`config.mk`:
```
export PLATFORM = sky130hd
export DESIGN_NAME = lbfg_ctrl
export DESIGN_NICKNAME = d
export VERILOG_FILES = /design/src/rtl/core/lbfg_pkg.sv /design/src/rtl/core/lbfg_ctrl.sv
export SDC_FILE = /design/constraint.sdc
export NUM_CORES = 1
export LEC_CHECK = 0
export ABC_CLOCK_PERIOD_IN_PS = 2300
export BUFFER_PORTS_ARGS = -buffer_cell sky130_fd_sc_hd__buf_2
export CAP_MARGIN = 20
export CORE_MARGIN = 5
export CORE_UTILIZATION = 32
export CTS_BUF_LIST = sky130_fd_sc_hd__clkbuf_4
export CTS_CLUSTER_SIZE = 30
export DETAILED_ROUTE_END_ITERATION = 16
export PLACE_DENSITY = 0.51
export SYNTH_ARGS = -nofsm -noshare
export SYNTH_HDL_FRONTEND = slang
export SYNTH_SLANG_ARGS = --single-unit
```
`constraint.sdc`:
```
create_clock -name i_clk -period 2.3 [get_ports i_clk]
set_input_delay 0.46 -clock i_clk [delete_from_list [all_inputs] [get_ports i_clk]]
set_output_delay 0.46 -clock i_clk [all_outputs]
set_load 0.005 [all_outputs]
```
`src/rtl/core/lbfg_pkg.sv`:
```
package lbfg_pkg;

    localparam int unsigned DATA_W = 64;
    localparam int unsigned FREQ_W = 32;
    localparam int unsigned PCT_W  = 8;
    localparam int unsigned STAT_W = 2;

    // shared divider: dividend shift register and step counts
    localparam int unsigned DIVD_W     = 96;
    localparam int unsigned DIV1_STEPS = 89;   // busy*freq < 2^89
    localparam int unsigned DIV2_STEPS = 39;   // q*100 < 2^39
    localparam int unsigned DIV1_ALIGN = DIVD_W - DIV1_STEPS;
    localparam int unsigned DIV2_ALIGN = DIVD_W - DIV2_STEPS;
    localparam int unsigned CNT_W      = $clog2(DIV1_STEPS);

    localparam logic [PCT_W-1:0] DEF_UP   = 8'd90;
    localparam logic [PCT_W-1:0] DEF_DOWN = 8'd5;
    localparam logic [PCT_W-1:0] PERCENT  = 8'd100;
    localparam int unsigned BIG_BIT   = 24;
    localparam int unsigned BIG_SHIFT = 7;

    localparam logic CFG_UP   = 1'b0;
    localparam logic CFG_DOWN = 1'b1;

    typedef enum logic [STAT_W-1:0] {
        ST_OK       = 2'd0,
        ST_BADCFG   = 2'd1,
        ST_TIMEBACK = 2'd2,
        ST_REBASED  = 2'd3
    } t_status;

    typedef enum logic [3:0] {
        OP_NONE,
        OP_LOAD,
        OP_REBASE,
        OP_BAD,
        OP_BACK,
        OP_BASE,
        OP_CLAMP,
        OP_SCALE,
        OP_PROD,
        OP_MAX,
        OP_KEEP,
        OP_MUL_LO,
        OP_MUL_HI,
        OP_DIV,
        OP_PCT,
        OP_QUOT
    } t_op;

    typedef struct packed {
        t_op  op;
        logic out_load;
    } t_cmd;

    typedef struct packed {
        logic kind;
        logic bad;
        logic back;
        logic elap_zero;
        logic go_max;
        logic go_keep;
    } t_stat;

    typedef struct packed {
        logic             we;
        logic             index;
        logic [PCT_W-1:0] data;
    } t_cfg;

    // v * 100 as shifts and adds, modulo 2^64
    function automatic logic [DATA_W-1:0] times_pct(input logic [DATA_W-1:0] v);
        return (v << 6) + (v << 5) + (v << 2);
    endfunction

endpackage

```
`src/rtl/core/lbfg_ctrl.sv`:
```
module lbfg_ctrl (
    input  logic            i_clk,
    input  logic            i_rst_n,
    input  logic            i_in_valid,
    input  logic            i_out_stall,
    input  lbfg_pkg::t_stat i_stat,
    output lbfg_pkg::t_cmd  o_cmd,
    output logic            o_in_stall,
    output logic            o_out_valid
);

    typedef enum logic [3:0] {
        S_IDLE,
        S_CHECK,
        S_CLAMP,
        S_SCALE,
        S_PROD,
        S_DECIDE,
        S_MUL_HI,
        S_DIV1,
        S_PCT,
        S_DIV2,
        S_QUOT,
        S_DONE
    } t_state;

    localparam logic [lbfg_pkg::CNT_W-1:0] DIV1_LAST = lbfg_pkg::CNT_W'(lbfg_pkg::DIV1_STEPS - 1);
    localparam logic [lbfg_pkg::CNT_W-1:0] DIV2_LAST = lbfg_pkg::CNT_W'(lbfg_pkg::DIV2_STEPS - 1);

    t_state                     r_state, n_state;
    logic [lbfg_pkg::CNT_W-1:0] r_count, n_count;
    logic                       r_out_valid, n_out_valid;

    always_comb begin
        n_state      = r_state;
        n_count      = r_count;
        n_out_valid  = r_out_valid && i_out_stall;
        o_cmd.op     = lbfg_pkg::OP_NONE;
        o_cmd.out_load = 1'b0;
        unique case (r_state)
            S_IDLE: begin
                if (i_in_valid) begin
                    o_cmd.op = lbfg_pkg::OP_LOAD;
                    n_state  = S_CHECK;
                end
            end
            S_CHECK: begin
                priority if (i_stat.kind) begin
                    o_cmd.op = lbfg_pkg::OP_REBASE;
                    n_state  = S_DONE;
                end else if (i_stat.bad) begin
                    o_cmd.op = lbfg_pkg::OP_BAD;
                    n_state  = S_DONE;
                end else if (i_stat.back) begin
                    o_cmd.op = lbfg_pkg::OP_BACK;
                    n_state  = S_DONE;
                end else begin
                    o_cmd.op = lbfg_pkg::OP_BASE;
                    n_state  = S_CLAMP;
                end
            end
            S_CLAMP: begin
                o_cmd.op = lbfg_pkg::OP_CLAMP;
                n_state  = S_SCALE;
            end
            S_SCALE: begin
                if (i_stat.elap_zero) begin
                    o_cmd.op = lbfg_pkg::OP_MAX;
                    n_state  = S_DONE;
                end else begin
                    o_cmd.op = lbfg_pkg::OP_SCALE;
                    n_state  = S_PROD;
                end
            end
            S_PROD: begin
                o_cmd.op = lbfg_pkg::OP_PROD;
                n_state  = S_DECIDE;
            end
            S_DECIDE: begin
                priority if (i_stat.go_max) begin
                    o_cmd.op = lbfg_pkg::OP_MAX;
                    n_state  = S_DONE;
                end else if (i_stat.go_keep) begin
                    o_cmd.op = lbfg_pkg::OP_KEEP;
                    n_state  = S_DONE;
                end else begin
                    o_cmd.op = lbfg_pkg::OP_MUL_LO;
                    n_state  = S_MUL_HI;
                end
            end
            S_MUL_HI: begin
                o_cmd.op = lbfg_pkg::OP_MUL_HI;
                n_count  = DIV1_LAST;
                n_state  = S_DIV1;
            end
            S_DIV1: begin
                o_cmd.op = lbfg_pkg::OP_DIV;
                n_count  = r_count - 1'b1;
                if (r_count == '0) begin
                    n_state = S_PCT;
                end
            end
            S_PCT: begin
                o_cmd.op = lbfg_pkg::OP_PCT;
                n_count  = DIV2_LAST;
                n_state  = S_DIV2;
            end
            S_DIV2: begin
                o_cmd.op = lbfg_pkg::OP_DIV;
                n_count  = r_count - 1'b1;
                if (r_count == '0) begin
                    n_state = S_QUOT;
                end
            end
            S_QUOT: begin
                o_cmd.op = lbfg_pkg::OP_QUOT;
                n_state  = S_DONE;
            end
            S_DONE: begin
                // hand over once the output register is free or being emptied
                if (!r_out_valid || !i_out_stall) begin
                    o_cmd.out_load = 1'b1;
                    n_out_valid    = 1'b1;
                    n_state        = S_IDLE;
                end
            end
            default: begin
                n_state = S_IDLE;
            end
        endcase
    end

    always_ff @(posedge i_clk) begin
        if (!i_rst_n) begin
            r_state     <= S_IDLE;
            r_count     <= '0;
            r_out_valid <= 1'b0;
        end else begin
            r_state     <= n_state;
            r_count     <= n_count;
            r_out_valid <= n_out_valid;
        end
    end

    assign o_in_stall  = r_state != S_IDLE;
    assign o_out_valid = r_out_valid;

endmodule
```
==> results of run 1 <==
## through the flow
stage / util, % / cells
after floorplan: - / 141
after global placement: 37.0 / 194
after detailed placement: 37.0 / 194
after CTS: 37.9 / 198
after global routing: 37.9 / 198
final: 37.9 / 198
## routing by layer
metal	global-route usage (%)	vias to the layer above	part of all wire [%]
li1	-	553	-
met1	17.0	498	49
met2	21.2	25	46
met3	1.16	4	3.2
met4	6.08	0	1.6
met5	0	-	0
## power by group through the flow
stage	combinational (mW)	sequential (mW)	clock, mW
floorplan	0.574	0.306	0
global placement	0.685	0.375	0
detailed placement	0.686	0.376	0
CTS	0.689	0.374	0.143
global route	0.776	0.389	0.151
finish	0.688	0.374	0.140
## layout make-up
cell class,count,area [um2]
clock buffer,3,22.5
clock inverter,1,3.75
fill,368,1930
inverter,7,26.3
multi-input combinational,112,724
sequential,12,241
tap,44,55.1
timing repair buffer,19,103
## flip-flops by register name, summed over array words and instances, names as in the netlist
name and flops:
o_out_valid 1, r_state 4, r_count 7
## cells in the final DEF, fill, tap and decap left out, types with 2 or more instances in the layout
cell type  synthesis  routed
nand2b_1           6       6
nand3_1            3       3
inv_1              7       7
nor3b_1            2       2
nand2_1           13      13
a211oi_1           4       4
o21ai_0           13      13
ha_1               2       2
dfxtp_1           12      11
buf_2              1      16
a21oi_1           14      14
o221ai_1           2       2
nor2_1            12      12
buf_4              1       3
clkbuf_4           0       3
a31oi_1            3       3
nor3_1             2       2
and3b_1            2       2
or4_4              2       2
## synthesized netlist by cell type (3+ instances only)
library cell,n,area (um2)
nand3_1,3,15.0
a211oi_1,4,30.0
dfxtp_1,12,240
o21ai_0,13,65.1
clkbuf_1,6,22.5
a21oi_1,14,70.1
nand2b_1,6,37.5
inv_1,7,26.3
nor2_1,12,45.0
a31oi_1,3,18.8
nand2_1,13,48.8
## logic make-up (layout without fill, tap and decap cells)
family	count (synthesis)	count (layout)	synth area share (%)
compound gates	55	55	36.0
mux	1	1	0.955
buf+inv	17	30	8.00
fa+ha+maj	2	2	2.39
flops	12	12	22.9
simple gates	54	54	29.7
## final timing paths
path                           start                 endpoint  cells past startpoint
min reg2reg  r_count[5]$_SDFFE_PN0P_  r_count[5]$_SDFFE_PN0P_                      2
max reg2reg  r_state[1]$_SDFFE_PN0P_  r_state[1]$_SDFFE_PN0P_                      5
min          r_count[5]$_SDFFE_PN0P_  r_count[5]$_SDFFE_PN0P_                      2
max          r_state[1]$_SDFFE_PN0P_                 o_cmd[2]                      5
## repair_timing
| item | 4_1_cts | 5_1_grt |
|---|---|---|
| endpoints found under the setup margin | 2 | 0 |
| resized for setup | 1 | 0 |
| buffers inserted | 0 | 0 |
## worst reg2reg max path, stage by stage (launching register included)
cell,delay [ps]
dfxtp_1,440
buf_4,220
or4_4,510
o22ai_4,210
a211oi_1,80
o31a_1,280
==> summary.md, run 1 <==
| Metric | Value |
|---|---|
| RSZ-0062 raised after global routing | no |
| Power share of the combinational group | 57.2% |
| Post-DP HPWL | 2000 um |
| Outcome | complete, no violations |
| DR DRC count | 0 |
| Die H | 67.2 um |
| Maximum number of pins on one net before global-route repair | 25 |
| R2R Setup Slk | 460 ps |
| Setup slack at placement | 317 ps |
| Row count | 20 |
| EDFF count, synth | 0 |
| Clock share of power | between 10% and 20% |
| Starting DRC count in detailed routing | 42 |
| Die footprint | 4520 um2 |
| Cts bufs inserted | 3 |
| PwrDens | about 1000 nW/um2 |
| F_max | 475 MHz |
| Synth Warn # | 0 |
| Final #Nets | 167 |
| Worst-path maximum fanout | 12 |
| Synthesized area per cell | approximately 7.4 um2 |
| Clk root buf | clkbuf_4 |
| Slew HR | 56.9% |
| Setup TNS | 0 ps |
| Buf/Inv on CP | 1 |
| Skew final | ~14 ps |
| H-tree levels | 1 |
| Die width | 67.2 um |
| CP startpoint kind | flip-flop |
| Total grt overflow | 0 |
| Max-cap violations | 0 |
| Net Switching | between 0.5 and 0.6 mW |
| Hold_buf cts | 0 |
| Flop pwr share | a little under a third |
| Max Slew Vio Count | 0 |
| Vias in the first global route | 1000 |
| Critical path required time | 1840 ps |
| Layout Area Growth over Synthesis | 12.2% |
| Hold crit path type | reg2reg |
| Synth unique cells | 52 |
| GPL Wtd Cong | 0.893 |
| Placed inst area | 1150 um2 |
| Port Buf Inserts | 16 |
| Critical path arrival | 1650 ps |
| Antenna Violating Nets Remaining | 0 |
| Initial Utilization | 33.8% |
| First-pass GRT wire length | 4560 um |
| Setup crit end kind | output port |
| Synth Register Bits | 12 |
| Initial antenna violation count | 0 |
| Synth Flop Type | dfxtp_1 |
| Hold_ws | 513 ps |
| Clock-pin slew on the worst setup and hold paths | roughly 90 ps |
| Peak VDD IR | 321 uV |
| Share of post-route cells with drive strength above 1 | 19.5% |
| Final Power | 1.20 mW |
| Total track usage | about an eighth |
| Largest stage delay, worst path | 570 ps |
| WL final | between 2000 and 3000 um |
| Syn_nets | 153 |
| Final hold viol count | 0 |
| Worst-Margin Slew | 645 ps |
| Final setup margin | 194 ps |
| Clock tree sinks | 12 |
| Crit path kind | reg2out |
| Synth async-reset ratio | 0% |
| Post-Syn Area | 1050 um2 |
| Delay-heaviest family, CP | flip-flops |
| P_leak | 0.451 nW |
| 1st-pass router iterations | 4 |
| Cells after synthesis | 141 |
| Sequential area share after synthesis | 22.9% |
| DR WL/cell | around 13 um |
| Core outline area | ~3100 um2 |
| Final Cycle Share | just over 90% |
| Final design area excluding fillers | 1180 um2 |
| Drt via density | 5.45 |
| Clock buffer depth | 2 |
| Internal Power | roughly 0.65 mW |
| Vias | between 1000 and 1500 |
| Switching Share | 46.3% |
| Worst skew pair latency | approximately 280 ps |
| I/O pins | 17 |
| Endpoints failing setup | 0 |
| Crit path time final | 2110 ps |
| CTS tree | built |
| CP max-delay cell | dfxtp_1 |
| ANT cells | 0 |
| Critical-path cell list | nor2b_4 > a31oi_1 > o22a_1 > o32ai_1 > buf_2 |
No activity file was read; power rests on OpenSTA's default activity.
==> inputs of run 2 (changes only) <==
ABC_CLOCK_PERIOD_IN_PS = 2550   (was 2300)
clock period = 2.55 ns   (was 2.3 ns; I/O delays follow)
==> run 2 against run 1 <==
Against the previous run:
- worst setup slack better by 37 ps
- count of clock-buffer cells in the layout unchanged
- critical path depth is the same
- cell count is 1.0% lower
- design area fell by 1.1%
- first-iteration DRC count grew 17%
- die area did not move
- combinational power is 12% lower
- non-clock buffer count decreased by 1
- critical endpoint is now o_cmd[3]
- highest routed layer unchanged
==> summary.md, run 2 (same netlist as run 1, synthesis figures left out) <==
| Metric | Value |
|---|---|
| Outcome | complete, no violations (unchanged) |
| CTS resizes | 0 (was 1) |
| P_leak | 0.443 nW (was 0.451 nW) |
| Clock-pin slew on the worst setup and hold paths | 70 ps (was 90 ps) |
| Worst-path maximum fanout | 24 (was 12) |
| DR WL/cell | 13.7 um (was 13.4 um) |
| Hold crit path type | reg2reg (unchanged) |
| R2R Setup Slk | 610 ps (was 460 ps) |
| RSZ-0062 raised after global routing | no (unchanged) |
| Core outline area | 3100 um2 (unchanged) |
| Critical-path cell list | and2_1 > nor2_1 > o21ai_0 > nand2_1 > buf_2 (was nor2b_4 > a31oi_1 > o22a_1 > o32ai_1 > buf_2) |
| Postcts setup bufs | 0 (unchanged) |
| Clk root buf | clkbuf_4 (unchanged) |
| Max Slew Vio Count | 0 (unchanged) |
| CP startpoint kind | flip-flop (unchanged) |
| Setup TNS | 0 ps (unchanged) |
| Slew HR | 48.8% (was 56.9%) |
| Skew final | 3.96 ps (was 13.6 ps) |
| Total grt overflow | 0 (unchanged) |
| Port Buf Inserts | 16 (unchanged) |
| Critical path required time | 2040 ps (was 1840 ps) |
| Placed cells | 193 (was 194) |
| Final hold viol count | 0 (unchanged) |
| Critical path arrival | 1810 ps (was 1650 ps) |
| Most common cell after layout, fill and taps aside | buf_2 (unchanged) |
| Starting DRC count in detailed routing | 49 (was 42) |
| Antenna Violating Nets Remaining | 0 (unchanged) |
| Worst skew pair latency | 260 ps (was 280 ps) |
| Die H | 67.2 um (unchanged) |
| Peak VDD IR | 282 uV (was 321 uV) |
| CP max-delay cell | dfxtp_1 (unchanged) |
| Row count | 20 (unchanged) |
| F_max | 431 MHz |
| Reg-to-Reg End | r_state[0]$_SDFFE_PN0P_ (was r_state[1]$_SDFFE_PN0P_) |
| Max FFs per register | 7 (unchanged) |
| FF-to-FF path depth | 4 (was 5) |
| DR DRC count | 0 (unchanged) |
| Hold_ws | 506 ps (was 513 ps) |
| CTS tree | built (unchanged) |
| Worst R2R Start | r_state[0]$_SDFFE_PN0P_ (was r_state[1]$_SDFFE_PN0P_) |
| Worst-Margin Slew | 767 ps (was 645 ps) |
| Endpoints failing setup | 0 (unchanged) |
| Final Power | 1.07 mW (was 1.20 mW) |
| Crit path kind | reg2out (unchanged) |
| Worst setup startpoint | r_state[0]$_SDFFE_PN0P_ (was r_state[1]$_SDFFE_PN0P_) |
| Share of post-route cells with drive strength above 1 | 18.4% (was 19.5%) |
| Final non-filler cell total | 196 (was 198) |
| First-pass GRT wire length | 4620 um (was 4560 um) |
| WHS Path Cells | 2 (unchanged) |
| Worst hold endpoint | r_count[5]$_SDFFE_PN0P_ (unchanged) |
| Layout Area Growth over Synthesis | 11.0% (was 12.2%) |
| Crit path time final | 2320 ps |
| WL final | 2680 um (was 2650 um) |
| Most frequent cells in the layout | buf_2, a21oi_1, nand2_1, o21ai_0 (was buf_2, a21oi_1, nand2_1, o21ai_0, nor2_1) |
| Vias | 1065 (was 1080) |
| ANT cells | 0 (unchanged) |
| Die footprint | 4520 um2 (unchanged) |
| Final #Nets | 166 (was 167) |
| Hold Crit Start | r_count[5]$_SDFFE_PN0P_ (unchanged) |
| Vias in the first global route | 1027 (was 1000) |
| Most flop-heavy register | r_count (unchanged) |
| Cts bufs inserted | 3 (unchanged) |
| Initial Utilization | 33.8% (unchanged) |
| Setup crit end kind | output port (unchanged) |
| Clock buffer depth | 2 (unchanged) |
| Initial antenna violation count | 0 (unchanged) |
| Clock tree sinks | 12 (unchanged) |
| 1st-pass router iterations | 4 (unchanged) |
| Hold_buf cts | 0 (unchanged) |
| Post-DP HPWL | 1970 um (was 2000 um) |
| Die width | 67.2 um (unchanged) |
| Drt via density | 5.43 (was 5.45) |
| Maximum number of pins on one net before global-route repair | 25 (unchanged) |
| Largest stage delay, worst path | 820 ps (was 570 ps) |
| Final Cycle Share | 91.0% |
| Max-cap violations | 0 (unchanged) |
| Total track usage | 12.9% (was 13.0%) |
| PwrDens | 918 nW/um2 (was 1020 nW/um2) |
| I/O pins | 17 (unchanged) |
| H-tree levels | 1 (unchanged) |
| GPL Wtd Cong | 0.825 (was 0.893) |
==> run 2: area by class of cell <==
| class | instances | area (um2) |
|---|---|---|
| Inverter | 7 | 26.3 |
| Multi-Input combinational cell | 112 | 724 |
| Fill cell | 349 | 1940 |
| Clock buffer | 3 | 22.5 |
| Sequential cell | 12 | 240 |
| Tap cell | 44 | 55.1 |
| Timing Repair Buffer | 18 | 95.1 |
==> run 2: worst max path at each step <==
stage | end | slack [ps] | cells after the start
2_1_floorplan | o_cmd[1] | 770 | 6
6_report | o_cmd[3] | 230 | 5
4_1_cts | o_cmd[3] | 220 | 5
3_5_place_dp | o_cmd[3] | 520 | 5
3_3_place_gp | o_cmd[2] | 560 | 5
5_1_grt | o_cmd[1] | 20 | 5
==> run 2: worst max-delay path, delay by kind of cell (launching register included) <==
kind	cells	cell delay (ps)
flip-flops	1	820
AO/OA/AOI/OAI	1	130
AND/OR/NAND/NOR	3	460
buffers and inverters	1	130
==> run 2: routing by layer <==
layer  vias to the layer above  global-route usage (%)  part of all wire, %
met5                         -                       0                    0
met4                         0                    5.06                  1.1
met3                         2                    2.16                  3.1
met2                        17                    22.1                   48
met1                       497                    16.1                   48
li1                        549                       -                    -
==> run 2: power breakdown <==
part | switching, mW | internal, mW
logic | 0.322 | 0.284
registers | 0.113 | 0.236
clock network | 0.0595 | 0.0545
total | 0.494 | 0.574
==> run 2: per-stage QoR <==
step                setup slack (ps)  utilization (%)  cell area (um2)
CTS                              222             37.5             1160
global placement                 557             36.8             1140
detailed placement               521             36.8             1140
floorplan                        770                -             1050
global route                    23.2             37.5             1160
finish                           231             37.5             1160
